==> src/sv/fle_pkg.sv <==
// fle_pkg: shared types and constants of the fill level estimator.
// Holds the controller/datapath command and status structs and field widths.
// No dependencies.
`default_nettype none

package fle_pkg;

	// Field widths of the stream words and registers
	localparam int DIST_W  = 10;
	localparam int FILL_W  = 7;
	localparam int IN_W    = 16;
	localparam int OUT_W   = 24;
	localparam int CFG_IDX_W = 1;

	localparam logic [DIST_W-1:0] DIST_MAX   = 10'd1023;
	localparam logic [FILL_W-1:0] FULL_PCT   = 7'd100;
	localparam logic [DIST_W-1:0] MIN_RESET  = 10'd4;
	localparam logic [DIST_W-1:0] MAX_RESET  = 10'd30;

	// Product (baseline - mean) * 100 fits in this many bits
	localparam int PROD_W = $clog2(1023 * 100 + 1);

	// Register indexes of the configuration port
	localparam logic [CFG_IDX_W-1:0] REG_MIN_DIST = 1'b0;
	localparam logic [CFG_IDX_W-1:0] REG_MAX_DIST = 1'b1;

	// Operand selection of the shared divider
	localparam logic [1:0] DSEL_MEAN = 2'd0;
	localparam logic [1:0] DSEL_BASE = 2'd1;
	localparam logic [1:0] DSEL_FILL = 2'd2;

	typedef struct packed {
		logic       load;       // store sample, clear accumulator
		logic       acc;        // add one ring entry to the sum
		logic       div_start;  // launch the divider
		logic [1:0] div_sel;    // which division
		logic       mean_load;  // capture the mean
		logic       cal_acc;    // accumulate mean into calibration sum
		logic       base_load;  // capture clamped baseline
		logic       fill_prep;  // decide direct fill, form product and span
		logic       fill_load;  // capture divided fill
		logic       out_load;   // move result into the output register
	} fle_cmd_t;

	typedef struct packed {
		logic sum_last;     // last ring entry being added
		logic div_done;     // quotient ready
		logic calib_done;   // baseline established
		logic cal_last;     // this mean completes calibration
		logic fill_direct;  // fill is 0% or 100% without division
		logic out_free;     // output register can take a word
	} fle_sts_t;

endpackage

`default_nettype wire

==> src/sv/fill_level_estimator.sv <==
// fill_level_estimator: top level; joins the sequencer and the datapath.
// Depends on fle_pkg, fle_ctrl, fle_dp (which holds fle_div).
`default_nettype none

// Takes one distance sample per word and returns one result word for it: the
// mean of the last WINDOW samples (fewer right after reset), the fill level in
// percent and a calibrated flag. The first CALIB means are averaged into the
// empty baseline, clamped to max_distance and then raised to min_distance+1;
// until then the fill level reads 0. Samples are handled one at a time: each
// item sums the ring and divides for the mean, with one more division on the
// word that completes calibration and one when the fill lies strictly between
// 0% and 100%, all on the shared restoring divider (one bit per cycle, a
// quotient width of 17 at the default sizes); an item also waits while the
// previous word is still held in the output register. The ring is summed one
// entry per cycle. A finished word waits in the output register while the
// next sample is accepted.
// Configuration writes (index 0 min_distance, index 1 max_distance) take
// effect at once and belong between items.

module fill_level_estimator
	import fle_pkg::*;
#(
	parameter int WINDOW = 5,
	parameter int CALIB  = 20
) (
	input  wire logic                 clk,
	input  wire logic                 arst_n,
	input  wire logic                 cfg_we,
	input  wire logic [CFG_IDX_W-1:0] cfg_index,
	input  wire logic [DIST_W-1:0]    cfg_data,
	input  wire logic                 s_tvalid,
	output logic                      s_tready,
	input  wire logic [IN_W-1:0]      s_tdata,   // [9:0] distance_cm
	output logic                      m_tvalid,
	input  wire logic                 m_tready,
	output logic [OUT_W-1:0]          m_tdata,   // [6:0] fill_percent, [16:7] mean_distance
	output logic                      m_tuser    // [0] calibrated
);

	fle_cmd_t cmd;
	fle_sts_t sts;

	fle_ctrl u_ctrl (
		.clk      (clk),
		.arst_n   (arst_n),
		.s_tvalid (s_tvalid),
		.s_tready (s_tready),
		.sts      (sts),
		.cmd      (cmd)
	);

	fle_dp #(
		.WINDOW(WINDOW),
		.CALIB (CALIB)
	) u_dp (
		.clk       (clk),
		.arst_n    (arst_n),
		.cfg_we    (cfg_we),
		.cfg_index (cfg_index),
		.cfg_data  (cfg_data),
		.distance  (s_tdata[DIST_W-1:0]),
		.m_tready  (m_tready),
		.m_tvalid  (m_tvalid),
		.m_tdata   (m_tdata),
		.m_tuser   (m_tuser),
		.cmd       (cmd),
		.sts       (sts)
	);

endmodule

`default_nettype wire

==> src/sv/fle_div.sv <==
// fle_div: restoring divider, one quotient bit per cycle.
// Uses fle_pkg for the divisor width.
`default_nettype none

module fle_div
	import fle_pkg::*;
#(
	parameter int DIV_W = 17
) (
	input  wire logic              clk,
	input  wire logic              arst_n,
	input  wire logic              start,
	input  wire logic [DIV_W-1:0]  dividend,
	input  wire logic [DIST_W-1:0] divisor,
	output logic                   done,
	output logic [DIV_W-1:0]       quotient
);

	localparam int CNT_W = $clog2(DIV_W);

	logic              busy_q;
	logic              done_q;
	logic [CNT_W-1:0]  cnt_q;
	logic [DIST_W-1:0] rem_q;
	logic [DIV_W-1:0]  quo_q;
	logic [DIST_W-1:0] dvs_q;

	logic [DIST_W:0]   trial;
	logic              fits;
	logic [DIST_W-1:0] rem_next;

	// Trial subtract of the divisor from the shifted remainder
	always_comb begin
		trial    = {rem_q, quo_q[DIV_W-1]};
		fits     = trial >= {1'b0, dvs_q};
		rem_next = fits ? DIST_W'(trial - {1'b0, dvs_q}) : trial[DIST_W-1:0];
	end

	// Control: busy flag, step counter, done pulse
	always_ff @(posedge clk or negedge arst_n) begin
		if (!arst_n) begin
			busy_q <= 1'b0;
			done_q <= 1'b0;
			cnt_q  <= '0;
		end else begin
			done_q <= 1'b0;
			if (start) begin
				busy_q <= 1'b1;
				cnt_q  <= '0;
			end else if (busy_q) begin
				cnt_q <= cnt_q + 1'b1;
				if (cnt_q == CNT_W'(DIV_W - 1)) begin
					busy_q <= 1'b0;
					done_q <= 1'b1;
				end
			end
		end
	end

	// Datapath: shift dividend out, quotient bits in
	always_ff @(posedge clk) begin
		if (start) begin
			rem_q <= '0;
			quo_q <= dividend;
			dvs_q <= divisor;
		end else if (busy_q) begin
			rem_q <= rem_next;
			quo_q <= {quo_q[DIV_W-2:0], fits};
		end
	end

	assign done     = done_q;
	assign quotient = quo_q;

endmodule

`default_nettype wire

==> src/sv/fle_dp.sv <==
// fle_dp: datapath of the fill level estimator: sample ring, sums, calibration,
// baseline, fill computation and output register. Uses fle_pkg and fle_div.
`default_nettype none

module fle_dp
	import fle_pkg::*;
#(
	parameter int WINDOW = 5,
	parameter int CALIB  = 20
) (
	input  wire logic                 clk,
	input  wire logic                 arst_n,
	input  wire logic                 cfg_we,
	input  wire logic [CFG_IDX_W-1:0] cfg_index,
	input  wire logic [DIST_W-1:0]    cfg_data,
	input  wire logic [DIST_W-1:0]    distance,
	input  wire logic                 m_tready,
	output logic                      m_tvalid,
	output logic [OUT_W-1:0]          m_tdata,
	output logic                      m_tuser,
	input  wire fle_cmd_t             cmd,
	output fle_sts_t                  sts
);

	localparam int PTR_W  = (WINDOW > 1) ? $clog2(WINDOW) : 1;
	localparam int CNT_W  = $clog2(WINDOW + 1);
	localparam int SUM_W  = $clog2(WINDOW * 1023 + 1);
	localparam int CCNT_W = $clog2(CALIB + 1);
	localparam int CSUM_W = $clog2(CALIB * 1023 + 1);
	localparam int DIV_A  = (SUM_W > CSUM_W) ? SUM_W : CSUM_W;
	localparam int DIV_W  = (DIV_A > PROD_W) ? DIV_A : PROD_W;

	// Configuration registers
	logic [DIST_W-1:0] min_q;
	logic [DIST_W-1:0] max_q;

	// Sample ring and its pointers
	logic [DIST_W-1:0] ring_q [WINDOW];
	logic [PTR_W-1:0]  wp_q;
	logic [PTR_W-1:0]  k_q;
	logic [CNT_W-1:0]  count_q;
	logic [SUM_W-1:0]  sum_q;

	// Calibration state
	logic              calib_done_q;
	logic [CCNT_W-1:0] calib_count_q;
	logic [CSUM_W-1:0] calib_sum_q;
	logic [DIST_W-1:0] base_q;

	// Per-item results
	logic [DIST_W-1:0] mean_q;
	logic [FILL_W-1:0] fill_q;
	logic [PROD_W-1:0] prod_q;
	logic [DIST_W-1:0] span_q;

	// Output register
	logic              m_tvalid_q;
	logic [FILL_W-1:0] out_fill_q;
	logic [DIST_W-1:0] out_mean_q;
	logic              out_cal_q;

	// Divider connections
	logic [DIV_W-1:0]  div_dividend;
	logic [DIST_W-1:0] div_divisor;
	logic              div_done;
	logic [DIV_W-1:0]  div_quotient;

	logic [DIST_W-1:0] base_raw;
	logic [DIST_W-1:0] base_lo;
	logic [DIST_W-1:0] base_hi_clamped;
	logic [DIST_W-1:0] base_clamped;
	logic [DIST_W-1:0] diff;

	// Write configuration registers
	always_ff @(posedge clk or negedge arst_n) begin
		if (!arst_n) begin
			min_q <= MIN_RESET;
			max_q <= MAX_RESET;
		end else if (cfg_we) begin
			unique case (cfg_index)
				REG_MIN_DIST: min_q <= cfg_data;
				REG_MAX_DIST: max_q <= cfg_data;
				default: ;
			endcase
		end
	end

	// Store the sample into the ring
	always_ff @(posedge clk) begin
		if (cmd.load) begin
			ring_q[wp_q] <= distance;
		end
	end

	// Ring pointers and fill count
	always_ff @(posedge clk or negedge arst_n) begin
		if (!arst_n) begin
			wp_q    <= '0;
			count_q <= '0;
			k_q     <= '0;
		end else if (cmd.load) begin
			wp_q <= (wp_q == PTR_W'(WINDOW - 1)) ? '0 : wp_q + 1'b1;
			if (count_q != CNT_W'(WINDOW)) begin
				count_q <= count_q + 1'b1;
			end
			k_q <= '0;
		end else if (cmd.acc && !sts.sum_last) begin
			k_q <= k_q + 1'b1;
		end
	end

	// Accumulate the held samples
	always_ff @(posedge clk) begin
		if (cmd.load) begin
			sum_q <= '0;
		end else if (cmd.acc) begin
			sum_q <= sum_q + SUM_W'(ring_q[k_q]);
		end
	end

	// Select divider operands
	always_comb begin
		unique case (cmd.div_sel)
			DSEL_MEAN: begin
				div_dividend = DIV_W'(sum_q);
				div_divisor  = DIST_W'(count_q);
			end
			DSEL_BASE: begin
				div_dividend = DIV_W'(calib_sum_q);
				div_divisor  = DIST_W'(calib_count_q);
			end
			DSEL_FILL: begin
				div_dividend = DIV_W'(prod_q);
				div_divisor  = span_q;
			end
			default: begin
				div_dividend = '0;
				div_divisor  = DIST_W'(1);
			end
		endcase
	end

	fle_div #(
		.DIV_W(DIV_W)
	) u_div (
		.clk      (clk),
		.arst_n   (arst_n),
		.start    (cmd.div_start),
		.dividend (div_dividend),
		.divisor  (div_divisor),
		.done     (div_done),
		.quotient (div_quotient)
	);

	// Clamp the calibrated average: first to max, then raise to min + 1
	always_comb begin
		base_raw        = div_quotient[DIST_W-1:0];
		base_lo         = (min_q == DIST_MAX) ? DIST_MAX : min_q + 1'b1;
		base_hi_clamped = (base_raw > max_q) ? max_q : base_raw;
		base_clamped    = (base_hi_clamped < base_lo) ? base_lo : base_hi_clamped;
		diff            = base_q - mean_q;
	end

	// Calibration accumulation and baseline
	always_ff @(posedge clk or negedge arst_n) begin
		if (!arst_n) begin
			calib_done_q  <= 1'b0;
			calib_count_q <= '0;
			calib_sum_q   <= '0;
			base_q        <= '0;
		end else begin
			if (cmd.cal_acc) begin
				calib_count_q <= calib_count_q + 1'b1;
				calib_sum_q   <= calib_sum_q + CSUM_W'(mean_q);
			end
			if (cmd.base_load) begin
				base_q       <= base_clamped;
				calib_done_q <= 1'b1;
			end
		end
	end

	// Mean, product, span and fill
	always_ff @(posedge clk) begin
		if (cmd.load) begin
			fill_q <= '0;
		end
		if (cmd.mean_load) begin
			mean_q <= div_quotient[DIST_W-1:0];
		end
		if (cmd.fill_prep) begin
			prod_q <= PROD_W'(PROD_W'(diff) * PROD_W'(FULL_PCT));
			span_q <= (base_q > min_q) ? base_q - min_q : DIST_W'(1);
			priority if (mean_q >= base_q) begin
				fill_q <= '0;
			end else if (mean_q <= min_q) begin
				fill_q <= FULL_PCT;
			end else begin
				// hold: the divider supplies the fill
				fill_q <= fill_q;
			end
		end
		if (cmd.fill_load) begin
			fill_q <= (div_quotient > DIV_W'(FULL_PCT)) ? FULL_PCT
			                                             : div_quotient[FILL_W-1:0];
		end
	end

	// Output register: hold the word until taken
	always_ff @(posedge clk or negedge arst_n) begin
		if (!arst_n) begin
			m_tvalid_q <= 1'b0;
		end else if (cmd.out_load) begin
			m_tvalid_q <= 1'b1;
		end else if (m_tready) begin
			m_tvalid_q <= 1'b0;
		end
	end

	always_ff @(posedge clk) begin
		if (cmd.out_load) begin
			out_fill_q <= fill_q;
			out_mean_q <= mean_q;
			out_cal_q  <= calib_done_q;
		end
	end

	// Status back to the controller
	always_comb begin
		sts.sum_last    = CNT_W'(k_q) == count_q - 1'b1;
		sts.div_done    = div_done;
		sts.calib_done  = calib_done_q;
		sts.cal_last    = calib_count_q == CCNT_W'(CALIB - 1);
		sts.fill_direct = (mean_q >= base_q) || (mean_q <= min_q);
		sts.out_free    = !m_tvalid_q || m_tready;
	end

	assign m_tvalid = m_tvalid_q;
	assign m_tdata  = {{(OUT_W - FILL_W - DIST_W){1'b0}}, out_mean_q, out_fill_q};
	assign m_tuser  = out_cal_q;

endmodule

`default_nettype wire

==> src/sv/fle_ctrl.sv <==
// fle_ctrl: sequencer of the fill level estimator; steps one sample through
// summing, dividing, calibration and fill. Uses fle_pkg command/status types.
`default_nettype none

module fle_ctrl
	import fle_pkg::*;
(
	input  wire logic     clk,
	input  wire logic     arst_n,
	input  wire logic     s_tvalid,
	output logic          s_tready,
	input  wire fle_sts_t sts,
	output fle_cmd_t      cmd
);

	localparam logic [3:0] ST_IDLE      = 4'd0;
	localparam logic [3:0] ST_SUM       = 4'd1;
	localparam logic [3:0] ST_MEAN_GO   = 4'd2;
	localparam logic [3:0] ST_MEAN_WAIT = 4'd3;
	localparam logic [3:0] ST_CAL       = 4'd4;
	localparam logic [3:0] ST_BASE_GO   = 4'd5;
	localparam logic [3:0] ST_BASE_WAIT = 4'd6;
	localparam logic [3:0] ST_FILL      = 4'd7;
	localparam logic [3:0] ST_FILL_GO   = 4'd8;
	localparam logic [3:0] ST_FILL_WAIT = 4'd9;
	localparam logic [3:0] ST_OUT       = 4'd10;

	logic [3:0] state_q;
	logic [3:0] state_d;

	// Next state and commands
	always_comb begin
		state_d  = state_q;
		cmd      = '0;
		s_tready = 1'b0;
		unique case (state_q)
			ST_IDLE: begin
				s_tready = 1'b1;
				if (s_tvalid) begin
					cmd.load = 1'b1;
					state_d  = ST_SUM;
				end
			end
			ST_SUM: begin
				cmd.acc = 1'b1;
				if (sts.sum_last) begin
					state_d = ST_MEAN_GO;
				end
			end
			ST_MEAN_GO: begin
				cmd.div_start = 1'b1;
				cmd.div_sel   = DSEL_MEAN;
				state_d       = ST_MEAN_WAIT;
			end
			ST_MEAN_WAIT: begin
				if (sts.div_done) begin
					cmd.mean_load = 1'b1;
					state_d       = sts.calib_done ? ST_FILL : ST_CAL;
				end
			end
			ST_CAL: begin
				cmd.cal_acc = 1'b1;
				state_d     = sts.cal_last ? ST_BASE_GO : ST_OUT;
			end
			ST_BASE_GO: begin
				cmd.div_start = 1'b1;
				cmd.div_sel   = DSEL_BASE;
				state_d       = ST_BASE_WAIT;
			end
			ST_BASE_WAIT: begin
				cmd.div_sel = DSEL_BASE;
				if (sts.div_done) begin
					cmd.base_load = 1'b1;
					state_d       = ST_FILL;
				end
			end
			ST_FILL: begin
				cmd.fill_prep = 1'b1;
				state_d       = sts.fill_direct ? ST_OUT : ST_FILL_GO;
			end
			ST_FILL_GO: begin
				cmd.div_start = 1'b1;
				cmd.div_sel   = DSEL_FILL;
				state_d       = ST_FILL_WAIT;
			end
			ST_FILL_WAIT: begin
				cmd.div_sel = DSEL_FILL;
				if (sts.div_done) begin
					cmd.fill_load = 1'b1;
					state_d       = ST_OUT;
				end
			end
			ST_OUT: begin
				if (sts.out_free) begin
					cmd.out_load = 1'b1;
					state_d      = ST_IDLE;
				end
			end
			default: begin
				state_d = ST_IDLE;
			end
		endcase
	end

	always_ff @(posedge clk or negedge arst_n) begin
		if (!arst_n) begin
			state_q <= ST_IDLE;
		end else begin
			state_q <= state_d;
		end
	end

endmodule

`default_nettype wire
==> config.mk <==
export PLATFORM = sky130hd
export DESIGN_NAME = fill_level_estimator
export DESIGN_NICKNAME = d
export VERILOG_FILES = /design/src/sv/fle_pkg.sv /design/src/sv/fill_level_estimator.sv /design/src/sv/fle_div.sv /design/src/sv/fle_dp.sv /design/src/sv/fle_ctrl.sv
export SDC_FILE = /design/constraint.sdc
export NUM_CORES = 1
export LEC_CHECK = 0
export BUFFER_PORTS_ARGS = -buffer_cell sky130_fd_sc_hd__buf_2
export CAP_MARGIN = 30
export CORE_UTILIZATION = 50
export DETAILED_ROUTE_END_ITERATION = 10
export PLACE_DENSITY = 0.69
export SETUP_SLACK_MARGIN = 0.02
export SKIP_CTS_REPAIR_TIMING = 1
export SLEW_MARGIN = 0
export SYNTH_ARGS = -nofsm -noshare
export SYNTH_HDL_FRONTEND = slang
export SYNTH_SLANG_ARGS = --single-unit
export TNS_END_PERCENT = 10
==> constraint.sdc <==
create_clock -name clk -period 4.2 [get_ports clk]
set_clock_uncertainty 0.05 [all_clocks]
set_input_delay 0.42 -clock clk [delete_from_list [all_inputs] [get_ports clk]]
set_output_delay 0.42 -clock clk [all_outputs]
set_load 0.03 [all_outputs]
# ---- Word-level counts from Yosys, hierarchy flattened
# Memory sizes are Yosys's and may differ from the RTL's.
# Index checks and enable logic that the tools add are counted.
dict set report word_totals {
  ff_bits 182
  ram_bits 50
  input_bits 32
  out_inout_bits 27
  elab_cells 144
  n_memories 1
}
# memory depth word_bits read_ports rd_clocked_by_memory_dff wr line_no
set mem_list {}
lappend mem_list {u_dp.ring_q 5 10 1 0 1 fle_dp.sv:38} ;# logic [DIST_W-1:0] ring_q [WINDOW];
dict set report classes {
  n_addsub 12
  mul 1
  magnitude_cmp 7
  eq_ne 25
  n_mux 53
  n_bitwise 1
  reduce_logical 19
}
# op n
set ops {}
lappend ops {{$pmux W17 S3} 1}
lappend ops {{$pmux W4 S11} 1}
lappend ops {{$mux W7} 6}
lappend ops {{$mux W10} 4}
lappend ops {{$mux W17} 2}
lappend ops {{$pmux W10 S3} 1}
lappend ops {{$sub A10 B10 Y10} 3}
lappend ops {{$mux W4} 7}
lappend ops {{$mux W1} 23}
lappend ops {{$gt A10 B10 Y1} 2}
lappend ops {{$gt A17 B7 Y1 const B} 1}
lappend ops {{$eq A4 B3 Y1 const B} 4}
lappend ops {{$add A15 B10 Y15} 1}
lappend ops {{$mul A10 B5 Y15 const B} 1}
lappend ops {{$add A13 B10 Y13} 1}
lappend ops {{$eq A4 B4 Y1 const B} 3}
lappend ops {{$ge A11 B10 Y1} 1}
lappend ops {{$add A10 B1 Y10 const B} 1}
lappend ops {{$add A5 B1 Y5 const B} 2}
lappend ops {{$eq A10 B10 Y1 const B} 1}
lappend ops {{$eq A5 B5 Y1 const B} 2}
lappend ops {{$ge A10 B10 Y1} 1}
lappend ops {{$le A10 B10 Y1} 1}
lappend ops {{$lt A10 B10 Y1} 1}
lappend ops {{28 further kinds} 47}

# ---- Depth between registers and ports, before layout
# Gate-level depths: netlist (run 1).
dict set report logic_depth {
  word_depth 6
  depth_mapped 19
  ltp_nobuf 19
}

# ---- Hierarchy
# A second synthesis (run 1) with hierarchy kept.
dict set report unflattened {
  cells_unflattened 1260
  area_unflattened_um2 13882.1
}
# mod instances cells_per_inst area_per_inst_um2 seq_area_each_um2
set by_module_without_submodules {}
lappend by_module_without_submodules {fle_dp 1 984 11064.4 5096.1}
lappend by_module_without_submodules {fle_div 1 210 2353.5 1186.1}
lappend by_module_without_submodules {fle_ctrl 1 66 464.2 100.1}

# ---- Worst setup path after synthesis (run 1)
# OpenSTA, ideal clock, no wires.
dict set report synth_timing {
  path_kind {register to register}
  start {reg u_dp.mean_q[1]}
  end {reg u_dp.prod_q[16] (data pin)}
  setup_ns 0.282
  arrival_time_ns 4.012
  required_time_ns 3.868
  setup_slack_ns -0.144
  path_stages_with_launch 19
  n_path_buf 0
  period_less_slack_ns 4.344
  cell_sequence {edfxtp_1 inv_1 ha_1 nor2b_1 o21ai_0 a21boi_0 o21ai_0 nor2b_1 xnor2_1 ha_1 ha_1 inv_1 fa_1 inv_1 ha_1 a21boi_0 o21ai_0 a221oi_1 o311ai_0}
}
dict set report synth_via {
  elab_chain_cells 2
}
# item line_no
set synth_rtl {}
lappend synth_rtl {{from (decl)} fle_dp.sv:51} ;# logic [DIST_W-1:0] mean_q;
lappend synth_rtl {{from (signal assigned)} fle_dp.sv:189} ;# mean_q <= div_quotient[DIST_W-1:0];
lappend synth_rtl {{$sub A10 B10 Y10} fle_dp.sv:161} ;# diff = base_q - mean_q;
lappend synth_rtl {{$mul A10 B5 Y15} fle_dp.sv:192} ;# prod_q <= PROD_W'(PROD_W'(diff) * PROD_W'(FULL_PCT));
lappend synth_rtl {{to (signal assigned)} fle_dp.sv:192}
lappend synth_rtl {{to (decl)} fle_dp.sv:53} ;# logic [PROD_W-1:0] prod_q;
# Every way passes these cells.
# A chain may end at the register's enable or synchronous reset.

# ---- Worst setup path in the final report (run 1)
dict set report layout_timing {
  start {reg u_dp.base_q[5]}
  end {reg u_dp.prod_q[16] (data pin)}
}
dict set report layout_via {
  elab_chain_cells 2
}
# item line_no
set layout_rtl {}
lappend layout_rtl {{from (decl)} fle_dp.sv:48} ;# logic [DIST_W-1:0] base_q;
lappend layout_rtl {{from (signal assigned)} fle_dp.sv:177} ;# base_q <= base_clamped;
lappend layout_rtl {{$sub A10 B10 Y10} fle_dp.sv:161}
lappend layout_rtl {{$mul A10 B5 Y15} fle_dp.sv:192}
# Every way passes these cells.

==> impl_metrics.prom, run 1 <==
# TYPE chip_impl_metric gauge
chip_impl_metric{name="timing.final.ws_setup",unit="ns"} 0.130
chip_impl_metric{name="synth_instances",unit=""} 1246
chip_impl_metric{name="slew-limit-headroom",unit=""} 0.331
chip_impl_metric{name="setup.reg_to_reg.worst_slack",unit="ns"} 0.13
chip_impl_info{name="rr_endpoint",value="u_dp.prod_q[16]$_DFFE_PP_"} 1
chip_impl_metric{name="worst_ep_required_time",unit="ns"} 4.41
chip_impl_info{name="mostFrequentLayoutCells",value="sky130_fd_sc_hd__edfxtp_1 (137), sky130_fd_sc_hd__ha_1 (117), sky130_fd_sc_hd__nand2_1 (108)"} 1
chip_impl_metric{name="layout-drive-gt1-share",unit=""} 0.207
chip_impl_metric{name="port_buffers",unit=""} 45
chip_impl_metric{name="final.fill_count",unit=""} 2085
chip_impl_metric{name="power.internal",unit="mW"} 6.13
chip_impl_info{name="rsz0062_at_grt",value="yes"} 1
chip_impl_metric{name="numCtsBuffers",unit=""} 26
chip_impl_metric{name="min_delay_path_depth",unit=""} 3
chip_impl_metric{name="power.share.clock",unit=""} 0.230
chip_impl_metric{name="synth_enable_flop_cells",unit=""} 137
chip_impl_metric{name="worst_path_largest_cell_delay",unit="ns"} 0.46
chip_impl_metric{name="fp.dieH",unit="um"} 166
chip_impl_info{name="run_status",value="finished, violations left"} 1
chip_impl_metric{name="routedWlPerCell",unit="um"} 18.6
chip_impl_metric{name="power.combinational.fraction",unit=""} 0.427
chip_impl_metric{name="io-pin-count",unit=""} 59
chip_impl_metric{name="synth.cell_area",unit="um^2"} 13400
chip_impl_metric{name="detail_route.drc_violations",unit=""} 5
chip_impl_metric{name="worst-endpoint-arrival",unit="ns"} 4.28
chip_impl_info{name="tritoncts_clock_tree",value="yes"} 1
chip_impl_metric{name="num_rows",unit=""} 59
chip_impl_metric{name="seq_power_share",unit=""} 0.342
chip_impl_metric{name="num-nets-final",unit=""} 1533
chip_impl_metric{name="hpwl_after_detailed_placement",unit="mm"} 23.9
chip_impl_metric{name="totalNegativeSetupSlack",unit="ns"} 0
chip_impl_metric{name="synth-warning-count",unit=""} 0
chip_impl_metric{name="drt_iter0_markers",unit=""} 621
chip_impl_metric{name="p_leak",unit="nW"} 6.72
chip_impl_metric{name="synthToLayoutAreaGrowth",unit="%"} 17.2
chip_impl_metric{name="n_antenna_cell",unit=""} 0
chip_impl_metric{name="synthAdderAreaFrac",unit=""} 0.129
chip_impl_metric{name="die_area",unit="um^2"} 27500
chip_impl_metric{name="cp.buffers_inverters",unit=""} 0
chip_impl_metric{name="global_route.overflow_total",unit=""} 0
chip_impl_metric{name="reg2reg_depth",unit=""} 13
chip_impl_info{name="hold-path-endpoint",value="u_dp.min_q[7]$_DFFE_PN0P_"} 1
chip_impl_metric{name="grt_pass1_vias",unit=""} 9473
chip_impl_info{name="worst_hold_startpoint",value="cfg_data[7]"} 1
chip_impl_metric{name="yosys.area_share.simple",unit=""} 0.131
chip_impl_metric{name="timing_worst_slew_pin_value",unit="ns"} 1.00
chip_impl_metric{name="die_w",unit="um"} 166
chip_impl_info{name="crit_path_end_kind",value="register"} 1
chip_impl_metric{name="drt_first_pass_iters",unit=""} 7
chip_impl_metric{name="post_synth_xor_area_fraction",unit=""} 0.0410
chip_impl_info{name="clock_tree.root_cell",value="sky130_fd_sc_hd__clkbuf_16"} 1
chip_impl_info{name="crit_path_frequent_cell",value="sky130_fd_sc_hd__ha_1"} 1
chip_impl_metric{name="grt_start_max_net_pins",unit=""} 46
chip_impl_metric{name="h_tree_levels",unit=""} 1
chip_impl_info{name="setup.worst_path.start",value="u_dp.base_q[5]$_DFFE_PN0P_"} 1
chip_impl_metric{name="placement.cell_area",unit="um^2"} 14600
chip_impl_metric{name="ys_async_sr_fraction",unit=""} 0.310
chip_impl_metric{name="clock_insertion_delay_worst_skew",unit="ns"} 0.53
chip_impl_info{name="critical_path.reg2reg.startpoint",value="u_dp.base_q[5]$_DFFE_PN0P_"} 1
chip_impl_metric{name="vdd.ir_drop.worst",unit="mV"} 0.358
chip_impl_metric{name="gp_congestion",unit=""} 0.961
chip_impl_info{name="path_class",value="register to register"} 1
chip_impl_metric{name="pre_cts_ws",unit="ns"} -0.177
chip_impl_metric{name="synth_compound_gate_area_share",unit=""} 0.126
chip_impl_metric{name="number_of_standard_cells_in_the_layout_taps_in_and_fillers_out",unit=""} 1723
chip_impl_metric{name="timing_hold_violations_final",unit=""} 0
chip_impl_metric{name="path_clk_slew",unit="ns"} 0.06
chip_impl_metric{name="initial_antenna_violation_count",unit=""} 0
chip_impl_metric{name="clock.fmax",unit="MHz"} 246
chip_impl_info{name="layout.cells.most_common",value="sky130_fd_sc_hd__edfxtp_1"} 1
chip_impl_metric{name="detail_route.vias_per_cell",unit=""} 5.77
chip_impl_metric{name="synthDistinctLibCells",unit=""} 76
chip_impl_metric{name="design_area",unit="um^2"} 15800
chip_impl_info{name="critical_path.cell_chain",value="ha_1, or2_2, a21oi_1, a21oi_4, mux2i_1, a2111o_1, ha_1, ha_1, ha_1, ha_4, o21ai_0, a311oi_1, o311ai_2"} 1
chip_impl_metric{name="finalSetupViolCount",unit=""} 0
chip_impl_metric{name="power.density_cell_area",unit="nW/um^2"} 623
chip_impl_metric{name="initial_utilization",unit=""} 0.513
chip_impl_metric{name="place_inst",unit=""} 1669
chip_impl_metric{name="totalWireLength",unit="mm"} 32.1
chip_impl_metric{name="clkSinkCount",unit=""} 232
chip_impl_info{name="crit_slowest_cell",value="sky130_fd_sc_hd__dfrtp_1"} 1
chip_impl_metric{name="switch_share",unit=""} 0.376
chip_impl_metric{name="synthesis.area_per_instance",unit="um^2"} 10.8
chip_impl_metric{name="finalCritPeriodShare",unit=""} 0.969
chip_impl_metric{name="max_cap_violations",unit=""} 0
chip_impl_info{name="dominantRegCellSynth",value="sky130_fd_sc_hd__edfxtp_1"} 1
chip_impl_info{name="violations",value="DRC"} 1
chip_impl_metric{name="floorplan.core_area",unit="um^2"} 26200
chip_impl_metric{name="ctsLongestPathBuffers",unit=""} 3
chip_impl_info{name="critical_path.startpoint_type",value="register"} 1
chip_impl_metric{name="power.switching",unit="mW"} 3.69
chip_impl_metric{name="synth-seq-area-share",unit=""} 0.475
chip_impl_info{name="critPathTopFamily",value="adder cells"} 1
chip_impl_metric{name="yosys-mux-area-fraction",unit=""} 0.0529
chip_impl_metric{name="global_route.usage.total",unit=""} 0.233
chip_impl_metric{name="grt_first_pass_wirelength",unit="mm"} 50.7
chip_impl_metric{name="path_max_fanout",unit=""} 5
chip_impl_metric{name="slew_viol_final",unit=""} 0
chip_impl_info{name="min_delay_path_class",value="primary input to register"} 1
chip_impl_info{name="synth_top_family_by_area",value="simple AND/OR/NAND/NOR gates"} 1
chip_impl_metric{name="dr_total_vias",unit=""} 9935
chip_impl_metric{name="final_antenna_net_count",unit=""} 0
chip_impl_metric{name="synth_seq_cells",unit=""} 232
chip_impl_metric{name="period_minus_slack",unit="ns"} 4.07
[layout make-up]
| cell class | instances | area [um^2] | share of cell area |
|---|---|---|---|
| flip-flops and latches | 232 | 6380 | 0.405 |
| inverters | 103 | 387 | 0.0245 |
| well taps | 335 | 419 | 0.0266 |
| repair buffers | 130 | 881 | 0.0559 |
| clock inverters | 9 | 109 | 0.00691 |
| clock buffers | 39 | 759 | 0.0482 |
| multi-input cells | 875 | 6820 | 0.433 |
[how the worst max path moves through the flow]
stage,endpoint,cells after the start
after floorplan,u_dp.prod_q[15]$_DFFE_PP_,18
after global placement,u_dp.prod_q[15]$_DFFE_PP_,18
after detailed placement,u_dp.prod_q[16]$_DFFE_PP_,18
after CTS,u_dp.prod_q[16]$_DFFE_PP_,18
after global routing,u_dp.prod_q[16]$_DFFE_PP_,19
final,u_dp.prod_q[16]$_DFFE_PP_,13
[metal layers]
metal  global-route usage  vias up  part of all wire
met4               0.0683        0             0.025
met1                0.337     4844              0.45
li1                     -     4757                 -
met5                    0        -                 0
met3               0.0403       50             0.074
met2                0.359      284              0.45
[tightest hold or removal path, delay by kind of cell]
kind | cells | cell delay [ns]
AO/OA/AOI/OAI | 1 | 0.05
AND/OR/NAND/NOR | 1 | 0.04
buffers and inverters | 1 | 0.09
[logic make-up after synthesis]
group | Yosys count
other | 1
adders and majority gates | 133
AOI/OAI and AO/OA | 253
and+or+nand+nor | 364
buffers and inverters | 145
DFF | 232
xor gates and xnor gates | 63
muxes | 55
[sequential cells by signal, summed over array words and instances (netlist names), 3 cells and up]
name,count
u_dp.u_div.dvs_q,10
u_dp.span_q,10
u_ctrl.state_q,4
u_dp.u_div.rem_q,10
u_dp.count_q,3
u_dp.calib_count_q,5
u_dp.k_q,3
u_dp.prod_q,15
u_dp.fill_q,7
u_dp.ring_q,50
u_dp.u_div.cnt_q,5
u_dp.mean_q,10
u_dp.u_div.quotient,17
u_dp.max_q,10
u_dp.sum_q,13
u_dp.wp_q,3
u_dp.base_q,10
u_dp.out_mean_q,10
u_dp.out_fill_q,7
u_dp.calib_sum_q,15
u_dp.min_q,10
[power by group through the flow]
stage / Sequential [mW] / Clock [mW] / Combinational [mW]
4_1_cts: 3.35 / 2.30 / 4.11
6_report: 3.36 / 2.26 / 4.19
2_1_floorplan: 3.29 / 0 / 3.03
3_3_place_gp: 3.38 / 0 / 4.01
3_5_place_dp: 3.39 / 0 / 4.09
5_1_grt: 3.41 / 2.40 / 4.68
[synth_stat cells, types with 5 or more instances]
cell,instances,area (um^2)
sky130_fd_sc_hd__xor2_1,21,184
sky130_fd_sc_hd__buf_4,8,60.1
sky130_fd_sc_hd__ha_1,123,1540
sky130_fd_sc_hd__a22o_1,5,43.8
sky130_fd_sc_hd__dfxtp_1,23,460
sky130_fd_sc_hd__xnor2_1,42,368
sky130_fd_sc_hd__mux2_2,28,315
sky130_fd_sc_hd__a21o_1,8,60.1
sky130_fd_sc_hd__dfstp_2,5,131
sky130_fd_sc_hd__a21boi_0,5,37.5
sky130_fd_sc_hd__a31oi_1,18,113
sky130_fd_sc_hd__o21ai_0,72,360
sky130_fd_sc_hd__nor2_1,89,334
sky130_fd_sc_hd__o31ai_2,9,113
sky130_fd_sc_hd__buf_2,9,45.0
sky130_fd_sc_hd__and3_1,10,62.6
sky130_fd_sc_hd__nand2_1,108,405
sky130_fd_sc_hd__clkbuf_1,24,90.1
sky130_fd_sc_hd__nand2b_1,15,93.8
sky130_fd_sc_hd__and2_1,18,113
sky130_fd_sc_hd__dfrtp_1,67,1680
sky130_fd_sc_hd__inv_1,102,383
sky130_fd_sc_hd__nor3_1,36,180
sky130_fd_sc_hd__a21oi_1,56,280
sky130_fd_sc_hd__nor2b_1,21,131
sky130_fd_sc_hd__a211oi_1,11,82.6
sky130_fd_sc_hd__nor4_1,9,56.3
sky130_fd_sc_hd__edfxtp_1,137,4110
sky130_fd_sc_hd__o211ai_1,5,37.5
sky130_fd_sc_hd__mux2i_1,17,170
sky130_fd_sc_hd__a22oi_1,13,97.6
sky130_fd_sc_hd__mux4_2,10,225
sky130_fd_sc_hd__nand4_1,16,100
sky130_fd_sc_hd__o21a_1,6,45.0
sky130_fd_sc_hd__fa_1,10,200
sky130_fd_sc_hd__nand3_1,20,100
[per-stage QoR]
| step | hold slack, ns | util | power, mW |
|---|---|---|---|
| CTS | -0.114 | 0.589 | 9.77 |
| global route | 0.0492 | 0.601 | 10.5 |
| floorplan | 0.0744 | - | 6.32 |
| detailed placement | 0.355 | 0.556 | 7.48 |
| global placement | 0.354 | 0.556 | 7.39 |
| finish | 0.0616 | 0.601 | 9.81 |
Power figures use the tool's default switching activity.
==> run 2: changes to the inputs <==
--- a/config.mk
+++ b/config.mk
@@ -7,9 +7,11 @@
 export LEC_CHECK = 0
 export BUFFER_PORTS_ARGS = -buffer_cell sky130_fd_sc_hd__buf_2
 export CAP_MARGIN = 30
-export CORE_UTILIZATION = 50
+export CELL_PAD_IN_SITES_DETAIL_PLACEMENT = 0
+export CELL_PAD_IN_SITES_GLOBAL_PLACEMENT = 1
+export CORE_UTILIZATION = 45
 export DETAILED_ROUTE_END_ITERATION = 10
-export PLACE_DENSITY = 0.69
+export PLACE_DENSITY_LB_ADDON = 0.1
 export SETUP_SLACK_MARGIN = 0.02
 export SKIP_CTS_REPAIR_TIMING = 1
 export SLEW_MARGIN = 0
==> run 2 against run 1 <==
  * The run now ends clean
  * Sequential power is essentially flat
  * Clock power grew 6%
  * Via count shrank 3.0%
  * Largest cell class unchanged
==> impl_metrics.prom, run 2 (same netlist as run 1, synthesis figures left out) <==
# TYPE chip_impl_metric gauge
chip_impl_info{name="run_status",value="completed"} 1
chip_impl_metric{name="min_delay_path_depth",unit=""} 3
chip_impl_metric{name="final_util",unit=""} 0.546
chip_impl_metric{name="drt_first_pass_iters",unit=""} 5
chip_impl_metric{name="num_rows",unit=""} 62
chip_impl_metric{name="io-pin-count",unit=""} 59
chip_impl_metric{name="vdd.ir_drop.worst",unit="mV"} 0.396
chip_impl_info{name="setup.worst_path.start",value="u_dp.mean_q[0]$_DFFE_PP_"} 1
chip_impl_info{name="critical_path.cell_chain",value="ha_4, fa_2, buf_4, xnor2_4, ha_1, ha_1, fa_1, ha_1, nor2b_2, o21ai_2, a21boi_4, o21ai_2, a221oi_4, buf_4, xor2_1"} 1
chip_impl_metric{name="path_max_fanout",unit=""} 3
chip_impl_metric{name="routedWlPerCell",unit="um"} 18.8
chip_impl_metric{name="layout-drive-gt1-share",unit=""} 0.204
chip_impl_metric{name="clock.fmax",unit="MHz"} 239
chip_impl_metric{name="drt_iter0_markers",unit=""} 588
chip_impl_info{name="rsz0062_at_grt",value="yes"} 1
chip_impl_metric{name="multi_input_area",unit="um^2"} 6800
chip_impl_metric{name="totalWireLength",unit="mm"} 33.3
chip_impl_metric{name="slew_viol_final",unit=""} 0
chip_impl_metric{name="max_reg_flops",unit=""} 50
chip_impl_metric{name="grt_start_max_net_pins",unit=""} 38
chip_impl_metric{name="worst-endpoint-arrival",unit="ns"} 4.42
chip_impl_metric{name="number_of_standard_cells_in_the_layout_taps_in_and_fillers_out",unit=""} 1774
chip_impl_metric{name="ctsLongestPathBuffers",unit=""} 3
chip_impl_metric{name="path_clk_slew",unit="ns"} 0.07
chip_impl_metric{name="clkSinkCount",unit=""} 232
chip_impl_metric{name="reg2reg_depth",unit=""} 15
chip_impl_metric{name="power.density_cell_area",unit="nW/um^2"} 624
chip_impl_metric{name="worst_path_largest_cell_delay",unit="ns"} 0.49
chip_impl_metric{name="worst_ep_required_time",unit="ns"} 4.44
chip_impl_metric{name="die_w",unit="um"} 175
chip_impl_metric{name="n_antenna_cell",unit=""} 0
chip_impl_metric{name="floorplan.core_area",unit="um^2"} 29000
chip_impl_metric{name="global_route.overflow_total",unit=""} 0
chip_impl_metric{name="finalCritPeriodShare",unit=""} 0.995
chip_impl_metric{name="p_leak",unit="nW"} 6.73
chip_impl_metric{name="grt_pass1_vias",unit=""} 9473
chip_impl_info{name="tritoncts_clock_tree",value="yes"} 1
chip_impl_info{name="clock_tree.root_cell",value="sky130_fd_sc_hd__clkbuf_16"} 1
chip_impl_metric{name="initial_utilization",unit=""} 0.463
chip_impl_metric{name="finalSetupViolCount",unit=""} 0
chip_impl_metric{name="timing_hold_violations_final",unit=""} 0
chip_impl_metric{name="clock_insertion_delay_worst_skew",unit="ns"} 0.55
chip_impl_metric{name="layout.area.seq",unit="um^2"} 6380
chip_impl_metric{name="slew-limit-headroom",unit=""} 0.350
chip_impl_metric{name="h_tree_levels",unit=""} 1
chip_impl_info{name="critical_path.reg2reg.startpoint",value="u_dp.mean_q[0]$_DFFE_PP_"} 1
chip_impl_metric{name="num-nets-final",unit=""} 1533
chip_impl_metric{name="period_minus_slack",unit="ns"} 4.18
chip_impl_metric{name="die_area",unit="um^2"} 30600
chip_impl_info{name="top_reg_by_flops",value="u_dp.ring_q"} 1
chip_impl_info{name="crit_path_end_kind",value="register"} 1
chip_impl_metric{name="grt_first_pass_wirelength",unit="mm"} 52.6
chip_impl_metric{name="synthToLayoutAreaGrowth",unit="%"} 17.8
chip_impl_metric{name="initial_antenna_violation_count",unit=""} 0
chip_impl_info{name="worst_hold_startpoint",value="cfg_data[9]"} 1
chip_impl_metric{name="final.fill_count",unit=""} 2624
chip_impl_info{name="critical_path.startpoint_type",value="register"} 1
chip_impl_metric{name="place_inst",unit=""} 1719
chip_impl_info{name="min_delay_path_class",value="primary input to register"} 1
chip_impl_info{name="crit_path_frequent_cell",value="sky130_fd_sc_hd__ha_1"} 1
chip_impl_metric{name="timing_worst_slew_pin_value",unit="ns"} 0.973
chip_impl_metric{name="detail_route.drc_violations",unit=""} 0
chip_impl_metric{name="detail_route.vias_per_cell",unit=""} 5.43
chip_impl_metric{name="cp.buffers_inverters",unit=""} 2
chip_impl_metric{name="global_route.usage.total",unit=""} 0.222
chip_impl_info{name="crit_slowest_cell",value="sky130_fd_sc_hd__fa_1"} 1
chip_impl_metric{name="numCtsBuffers",unit=""} 28
chip_impl_metric{name="fp.dieH",unit="um"} 175
chip_impl_metric{name="gp_congestion",unit=""} 0.813
chip_impl_info{name="mostFrequentLayoutCells",value="sky130_fd_sc_hd__edfxtp_1 (137), sky130_fd_sc_hd__ha_1 (118), sky130_fd_sc_hd__nand2_1 (108)"} 1
chip_impl_metric{name="hpwl_after_detailed_placement",unit="mm"} 24.8
chip_impl_info{name="layout.cells.most_common",value="sky130_fd_sc_hd__edfxtp_1"} 1
chip_impl_metric{name="port_buffers",unit=""} 45
chip_impl_info{name="path_class",value="register to register"} 1
chip_impl_metric{name="worstSetupPathDepth",unit=""} 15
chip_impl_metric{name="max_cap_violations",unit=""} 0
chip_impl_metric{name="final_antenna_net_count",unit=""} 0
chip_impl_metric{name="dr_total_vias",unit=""} 9638
chip_impl_info{name="critPathTopFamily",value="adder cells"} 1
run 2: cell count changes in the layout (fill, tap and decap cells not counted), moves of 2 or more:
cell,change
sky130_fd_sc_hd__clkinv_1,+6
sky130_fd_sc_hd__o21ai_1,-2
sky130_fd_sc_hd__clkbuf_16,+3
sky130_fd_sc_hd__clkbuf_8,-4
sky130_fd_sc_hd__clkbuf_1,-4
sky130_fd_sc_hd__a21oi_2,+2
sky130_fd_sc_hd__buf_4,-3
run 2: final cells by class:
cell class                 count  area share
clock buffer                  34      0.0483
multi-input combinational    875       0.430
clock inverter                18     0.00917
sequential                   232       0.403
inverter                     103      0.0244
tap                          384      0.0304
timing repair buffer         128      0.0549
run 2: layer usage:
layer / share of wire / wire [um] / GRT usage
met1: 0.47 / 15800 / 0.311
met2: 0.46 / 15300 / 0.359
met3: 0.044 / 1480 / 0.0333
met4: 0.024 / 794 / 0.0609
met5: 0 / 0 / 0
run 2: power by group:
group / internal [mW] / leakage, nW / switching [mW] / total (mW)
Clock: 1.41 / 0.445 / 0.980 / 2.39
Combinational: 1.79 / 3.87 / 2.32 / 4.11
Sequential: 2.96 / 2.42 / 0.424 / 3.38
Total: 6.16 / 6.73 / 3.72 / 9.88
run 2: final timing paths:
check / endpoint / slack (ns)
max in group asynchronous: u_dp.min_q[2]$_DFFE_PN1P_ / 2.75
min in group asynchronous: u_dp.calib_sum_q[2]$_DFFE_PN0N_ / 0.36
hold reg to reg: u_dp.out_fill_q[0]$_DFFE_PP_ / 0.37
setup reg to reg: u_dp.prod_q[14]$_DFFE_PP_ / 0.02
setup / recovery: u_dp.prod_q[14]$_DFFE_PP_ / 0.02
hold / removal: u_dp.min_q[9]$_DFFE_PN0P_ / 0.05
run 2: worst reg2reg max path: cells and delay by family (launching register included):
kind,cells,cell delay [ns]
buf+inv,2,0.32
fa+ha+maj,6,2.02
xor+xnor,2,0.33
flops,1,0.44
compound gates,4,0.59
simple gates,1,0.17
run 2: metrics by stage:
step | setup slack (ns) | total power, mW | hold WS, ns | TNS, ns | cell area [um^2]
6_report | 0.0228 | 9.88 | 0.0474 | 0 | 15800
5_1_grt | -0.0944 | 10.6 | 0.0455 | -0.372 | 15800
4_1_cts | -0.269 | 9.91 | -0.172 | -1.06 | 15600
3_5_place_dp | -0.226 | 7.49 | 0.355 | -0.805 | 14600
3_3_place_gp | -0.204 | 7.43 | 0.356 | -0.648 | 14600
2_1_floorplan | 0.0327 | 6.32 | 0.0744 | 0 | 13500
==> run 3: changes to the inputs <==
--- a/config.mk
+++ b/config.mk
@@ -9,13 +9,14 @@
 export CAP_MARGIN = 30
 export CELL_PAD_IN_SITES_DETAIL_PLACEMENT = 0
 export CELL_PAD_IN_SITES_GLOBAL_PLACEMENT = 1
-export CORE_UTILIZATION = 45
+export CORE_UTILIZATION = 46
 export DETAILED_ROUTE_END_ITERATION = 10
 export PLACE_DENSITY_LB_ADDON = 0.1
+export RECOVER_POWER = 25
 export SETUP_SLACK_MARGIN = 0.02
-export SKIP_CTS_REPAIR_TIMING = 1
 export SLEW_MARGIN = 0
 export SYNTH_ARGS = -nofsm -noshare
 export SYNTH_HDL_FRONTEND = slang
+export SYNTH_HIERARCHICAL = 1
 export SYNTH_SLANG_ARGS = --single-unit
 export TNS_END_PERCENT = 10
==> run 3 against run 2 <==
  * The flow now finishes with violations (capacitance limit, slew limit)
  * Cell count rose by 1.6%
  * Core utilization down 0.17 points
  * Setup slack hardly changed
  * Area after synthesis up 3.3%
  * Critical path depth up 5
  * Total power is 15% higher
  * Register-to-register slack barely moved
  * Largest power group unchanged
  * Final area up 1.8%
==> impl_metrics.prom, run 3 <==
# TYPE chip_impl_metric gauge
chip_impl_info{name="top_reg_by_flops",value="u_dp/ring_q"} 1
chip_impl_metric{name="clkSinkCount",unit=""} 232
chip_impl_metric{name="synth-warning-count",unit=""} 6
chip_impl_info{name="top_layer",value="met4"} 1
chip_impl_metric{name="worst_hold_slack",unit="ns"} 0.0699
chip_impl_info{name="tritoncts_clock_tree",value="yes"} 1
chip_impl_metric{name="place_inst",unit=""} 1748
chip_impl_metric{name="reg2reg_depth",unit=""} 20
chip_impl_metric{name="synth_seq_cells",unit=""} 232
chip_impl_metric{name="grt_first_pass_wirelength",unit="mm"} 53.5
chip_impl_info{name="rsz0062_at_grt",value="yes"} 1
chip_impl_info{name="setup.worst_path.start",value="u_dp/base_q[0]$_DFFE_PN0P_"} 1
chip_impl_metric{name="max_cap_violations",unit=""} 1
chip_impl_metric{name="layout.area.seq",unit="um^2"} 6380
chip_impl_info{name="worst_hold_startpoint",value="cfg_data[7]"} 1
chip_impl_metric{name="finalSetupViolCount",unit=""} 0
chip_impl_metric{name="path_clk_slew",unit="ns"} 0.07
chip_impl_metric{name="max_reg_flops",unit=""} 50
chip_impl_metric{name="routed-wl-met2",unit="mm"} 15.3
chip_impl_metric{name="n_antenna_cell",unit=""} 0
chip_impl_metric{name="num_rows",unit=""} 63
chip_impl_metric{name="synthToLayoutAreaGrowth",unit="%"} 16.1
chip_impl_metric{name="slew_viol_final",unit=""} 44
chip_impl_metric{name="placement.cell_area",unit="um^2"} 15200
chip_impl_metric{name="port_buffers",unit=""} 45
chip_impl_metric{name="path_max_fanout",unit=""} 3
chip_impl_metric{name="grt_pass1_vias",unit=""} 9652
chip_impl_metric{name="synth.cell_area",unit="um^2"} 13900
chip_impl_metric{name="timing_hold_violations_final",unit=""} 0
chip_impl_metric{name="vdd.ir_drop.worst",unit="mV"} 0.533
chip_impl_metric{name="final.fill_count",unit=""} 2635
chip_impl_metric{name="power.density_cell_area",unit="nW/um^2"} 708
chip_impl_metric{name="grt_start_max_net_pins",unit=""} 44
chip_impl_info{name="post-synth-top-area-cell",value="sky130_fd_sc_hd__edfxtp_1"} 1
chip_impl_metric{name="drt_first_pass_iters",unit=""} 5
chip_impl_metric{name="p_leak",unit="nW"} 6.77
chip_impl_info{name="synthMostInstantiatedCell",value="sky130_fd_sc_hd__edfxtp_1"} 1
chip_impl_info{name="mostFrequentLayoutCells",value="sky130_fd_sc_hd__edfxtp_1 (137), sky130_fd_sc_hd__ha_1 (118), sky130_fd_sc_hd__inv_1 (92)"} 1
chip_impl_metric{name="wirelength_met1",unit="mm"} 16.3
chip_impl_metric{name="die_w",unit="um"} 176
chip_impl_metric{name="worst_ep_required_time",unit="ns"} 4.43
chip_impl_metric{name="period_minus_slack",unit="ns"} 4.18
chip_impl_metric{name="totalWireLength",unit="mm"} 33.8
chip_impl_metric{name="finalCritPeriodShare",unit=""} 0.995
chip_impl_metric{name="detail_route.drc_violations",unit=""} 0
chip_impl_info{name="crit_path_end_kind",value="register"} 1
chip_impl_metric{name="layout-drive-gt1-share",unit=""} 0.206
chip_impl_metric{name="min_delay_path_depth",unit=""} 3
chip_impl_metric{name="clock.fmax",unit="MHz"} 239
chip_impl_metric{name="synthesis.area_per_instance",unit="um^2"} 11.0
chip_impl_metric{name="pre_cts_ws",unit="ns"} -0.156
chip_impl_metric{name="timing.final.ws_setup",unit="ns"} 0.0224
chip_impl_metric{name="h_tree_levels",unit=""} 1
chip_impl_metric{name="synthDistinctLibCells",unit=""} 90
chip_impl_metric{name="clock_insertion_delay_worst_skew",unit="ns"} 0.53
chip_impl_info{name="yosys-top-cells-count",value="sky130_fd_sc_hd__edfxtp_1 (137), sky130_fd_sc_hd__ha_1 (123), sky130_fd_sc_hd__inv_1 (95)"} 1
chip_impl_metric{name="numCtsBuffers",unit=""} 27
chip_impl_info{name="ys_top_cells_by_area",value="sky130_fd_sc_hd__edfxtp_1 (30%), sky130_fd_sc_hd__dfrtp_1 (12%), sky130_fd_sc_hd__ha_1 (11%)"} 1
chip_impl_metric{name="final_antenna_net_count",unit=""} 0
chip_impl_metric{name="gp_congestion",unit=""} 0.863
chip_impl_metric{name="multi_input_area",unit="um^2"} 7100
chip_impl_metric{name="number_of_standard_cells_in_the_layout_taps_in_and_fillers_out",unit=""} 1802
chip_impl_metric{name="dr_total_vias",unit=""} 9795
chip_impl_info{name="path_class",value="register to register"} 1
chip_impl_metric{name="routed-wl-met3",unit="mm"} 1.62
chip_impl_metric{name="routedWlPerCell",unit="um"} 18.8
chip_impl_metric{name="slew-limit-headroom",unit=""} -0.773
chip_impl_metric{name="ctsLongestPathBuffers",unit=""} 3
chip_impl_metric{name="design_area",unit="um^2"} 16100
chip_impl_info{name="critical_path.startpoint_type",value="register"} 1
chip_impl_metric{name="synth_instances",unit=""} 1260
chip_impl_metric{name="io-pin-count",unit=""} 59
chip_impl_metric{name="detail_route.vias_per_cell",unit=""} 5.44
chip_impl_info{name="layout.cells.most_common",value="sky130_fd_sc_hd__edfxtp_1"} 1
chip_impl_info{name="min_delay_path_class",value="primary input to register"} 1
chip_impl_metric{name="num-nets-final",unit=""} 1557
chip_impl_info{name="violations",value="capacitance limit, slew limit"} 1
chip_impl_metric{name="synthDominantCellAreaShare",unit=""} 0.296
chip_impl_metric{name="global_route.overflow_total",unit=""} 0
chip_impl_metric{name="global_route.usage.total",unit=""} 0.225
chip_impl_metric{name="drt_iter0_markers",unit=""} 720
chip_impl_metric{name="initial_utilization",unit=""} 0.468
chip_impl_metric{name="floorplan.core_area",unit="um^2"} 29600
chip_impl_info{name="dominantRegCellSynth",value="sky130_fd_sc_hd__edfxtp_1"} 1
chip_impl_info{name="clock_tree.root_cell",value="sky130_fd_sc_hd__clkbuf_16"} 1
chip_impl_metric{name="worst-endpoint-arrival",unit="ns"} 4.41
chip_impl_metric{name="fp.dieH",unit="um"} 176
chip_impl_info{name="run_status",value="finished, violations left"} 1
chip_impl_metric{name="die_area",unit="um^2"} 30900
chip_impl_metric{name="synth_enable_flop_cells",unit=""} 137
chip_impl_metric{name="hpwl_after_detailed_placement",unit="mm"} 25.4
chip_impl_info{name="critical_path.reg2reg.startpoint",value="u_dp/base_q[0]$_DFFE_PN0P_"} 1
chip_impl_metric{name="initial_antenna_violation_count",unit=""} 0
chip_impl_metric{name="ys_async_sr_fraction",unit=""} 0.310
chip_impl_metric{name="timing_worst_slew_pin_value",unit="ns"} 2.66
chip_impl_metric{name="synth-seq-area-share",unit=""} 0.460
==> run 3: cell count changes in the layout (fill, tap and decap cells not counted), moves of 12 or more <==
cell,before,now
sky130_fd_sc_hd__mux2i_1,17,38
sky130_fd_sc_hd__a21oi_1,51,32
sky130_fd_sc_hd__o21ai_0,65,53
sky130_fd_sc_hd__clkbuf_1,3,30
sky130_fd_sc_hd__a22oi_1,13,1
sky130_fd_sc_hd__mux2_2,28,50
sky130_fd_sc_hd__nand2_1,108,85
==> run 3: through the flow <==
stage               TNS (ns)   util  power (mW)
floorplan                  0      -        7.42
global placement      -0.299  0.512        8.99
detailed placement    -0.366  0.512        9.06
CTS                        0  0.546        11.5
global route           -1.48  0.544        12.3
finish                     0  0.544        11.4
==> run 3: critical path, stage by stage (launching register included) <==
cell and delay (ns):
sky130_fd_sc_hd__dfrtp_1 0.37, sky130_fd_sc_hd__inv_2 0.07, sky130_fd_sc_hd__ha_4 0.14, sky130_fd_sc_hd__inv_2 0.03, sky130_fd_sc_hd__fa_2 0.34, sky130_fd_sc_hd__a21oi_2 0.14, sky130_fd_sc_hd__nor2b_2 0.07, sky130_fd_sc_hd__o31ai_2 0.22
sky130_fd_sc_hd__nor2b_4 0.21, sky130_fd_sc_hd__xnor2_2 0.14, sky130_fd_sc_hd__ha_1 0.26, sky130_fd_sc_hd__ha_1 0.27, sky130_fd_sc_hd__inv_1 0.04, sky130_fd_sc_hd__fa_2 0.33, sky130_fd_sc_hd__inv_2 0.07, sky130_fd_sc_hd__ha_4 0.19
sky130_fd_sc_hd__or2_4 0.24, sky130_fd_sc_hd__a21oi_2 0.15, sky130_fd_sc_hd__a21oi_2 0.06, sky130_fd_sc_hd__or4_1 0.39, sky130_fd_sc_hd__and3_1 0.15
==> run 3: logic make-up after synthesis <==
group / Yosys count / share of synthesized area
buffers and inverters: 145 / 0.0450
other: 1 / 0.000270
flip-flops: 232 / 0.460
AO/OA/AOI/OAI: 225 / 0.111
multiplexers: 103 / 0.0893
adder cells (fa/ha/maj): 133 / 0.125
XOR/XNOR: 65 / 0.0410
AND/OR/NAND/NOR: 356 / 0.129
==> run 3: where the power goes <==
group	internal (mW)	total [mW]	leakage, nW	switching, mW
registers	3.09	3.57	2.38	0.487
logic	2.54	5.50	3.98	2.97
clock network	1.33	2.33	0.414	0.995
==> run 3: layout make-up <==
| class | count | area share |
|---|---|---|
| repair buffers | 145 | 0.0557 |
| multi-input cells | 889 | 0.441 |
| inverters | 97 | 0.0226 |
| clock buffers | 28 | 0.0428 |
| flip-flops and latches | 232 | 0.396 |
| clock inverters | 21 | 0.0120 |
| well taps | 390 | 0.0303 |
==> run 3: timing repair <==
action | 4_1_cts | 5_1_grt
pin swaps | 22 | 3
setup buffers | 4 | 0
hold endpoints to repair | 41 | 0
resized for setup | 17 | 6
hold buffers | 1 | 0
setup endpoints to repair | 5 | 14
==> run 3: routing by layer <==
metal  global-route usage  up-vias
met1                0.318     4722
li1                     -     4848
met3               0.0383       37
met2                0.364      188
met4               0.0449        0
met5                    0        -
==> run 3: worst paths after layout <==
| check | end | slack (ns) |
|---|---|---|
| worst max register to register | u_dp/prod_q[16]$_DFFE_PP_ | 0.02 |
| max in group asynchronous | u_dp/min_q[2]$_DFFE_PN1P_ | 1.30 |
| worst min-delay path | u_dp/min_q[7]$_DFFE_PN0P_ | 0.07 |
| min in group asynchronous | u_dp/calib_sum_q[4]$_DFFE_PN0P_ | 1.24 |
| worst min register to register | u_dp/out_fill_q[4]$_DFFE_PP_ | 0.38 |
| worst max-delay path | u_dp/prod_q[16]$_DFFE_PP_ | 0.02 |
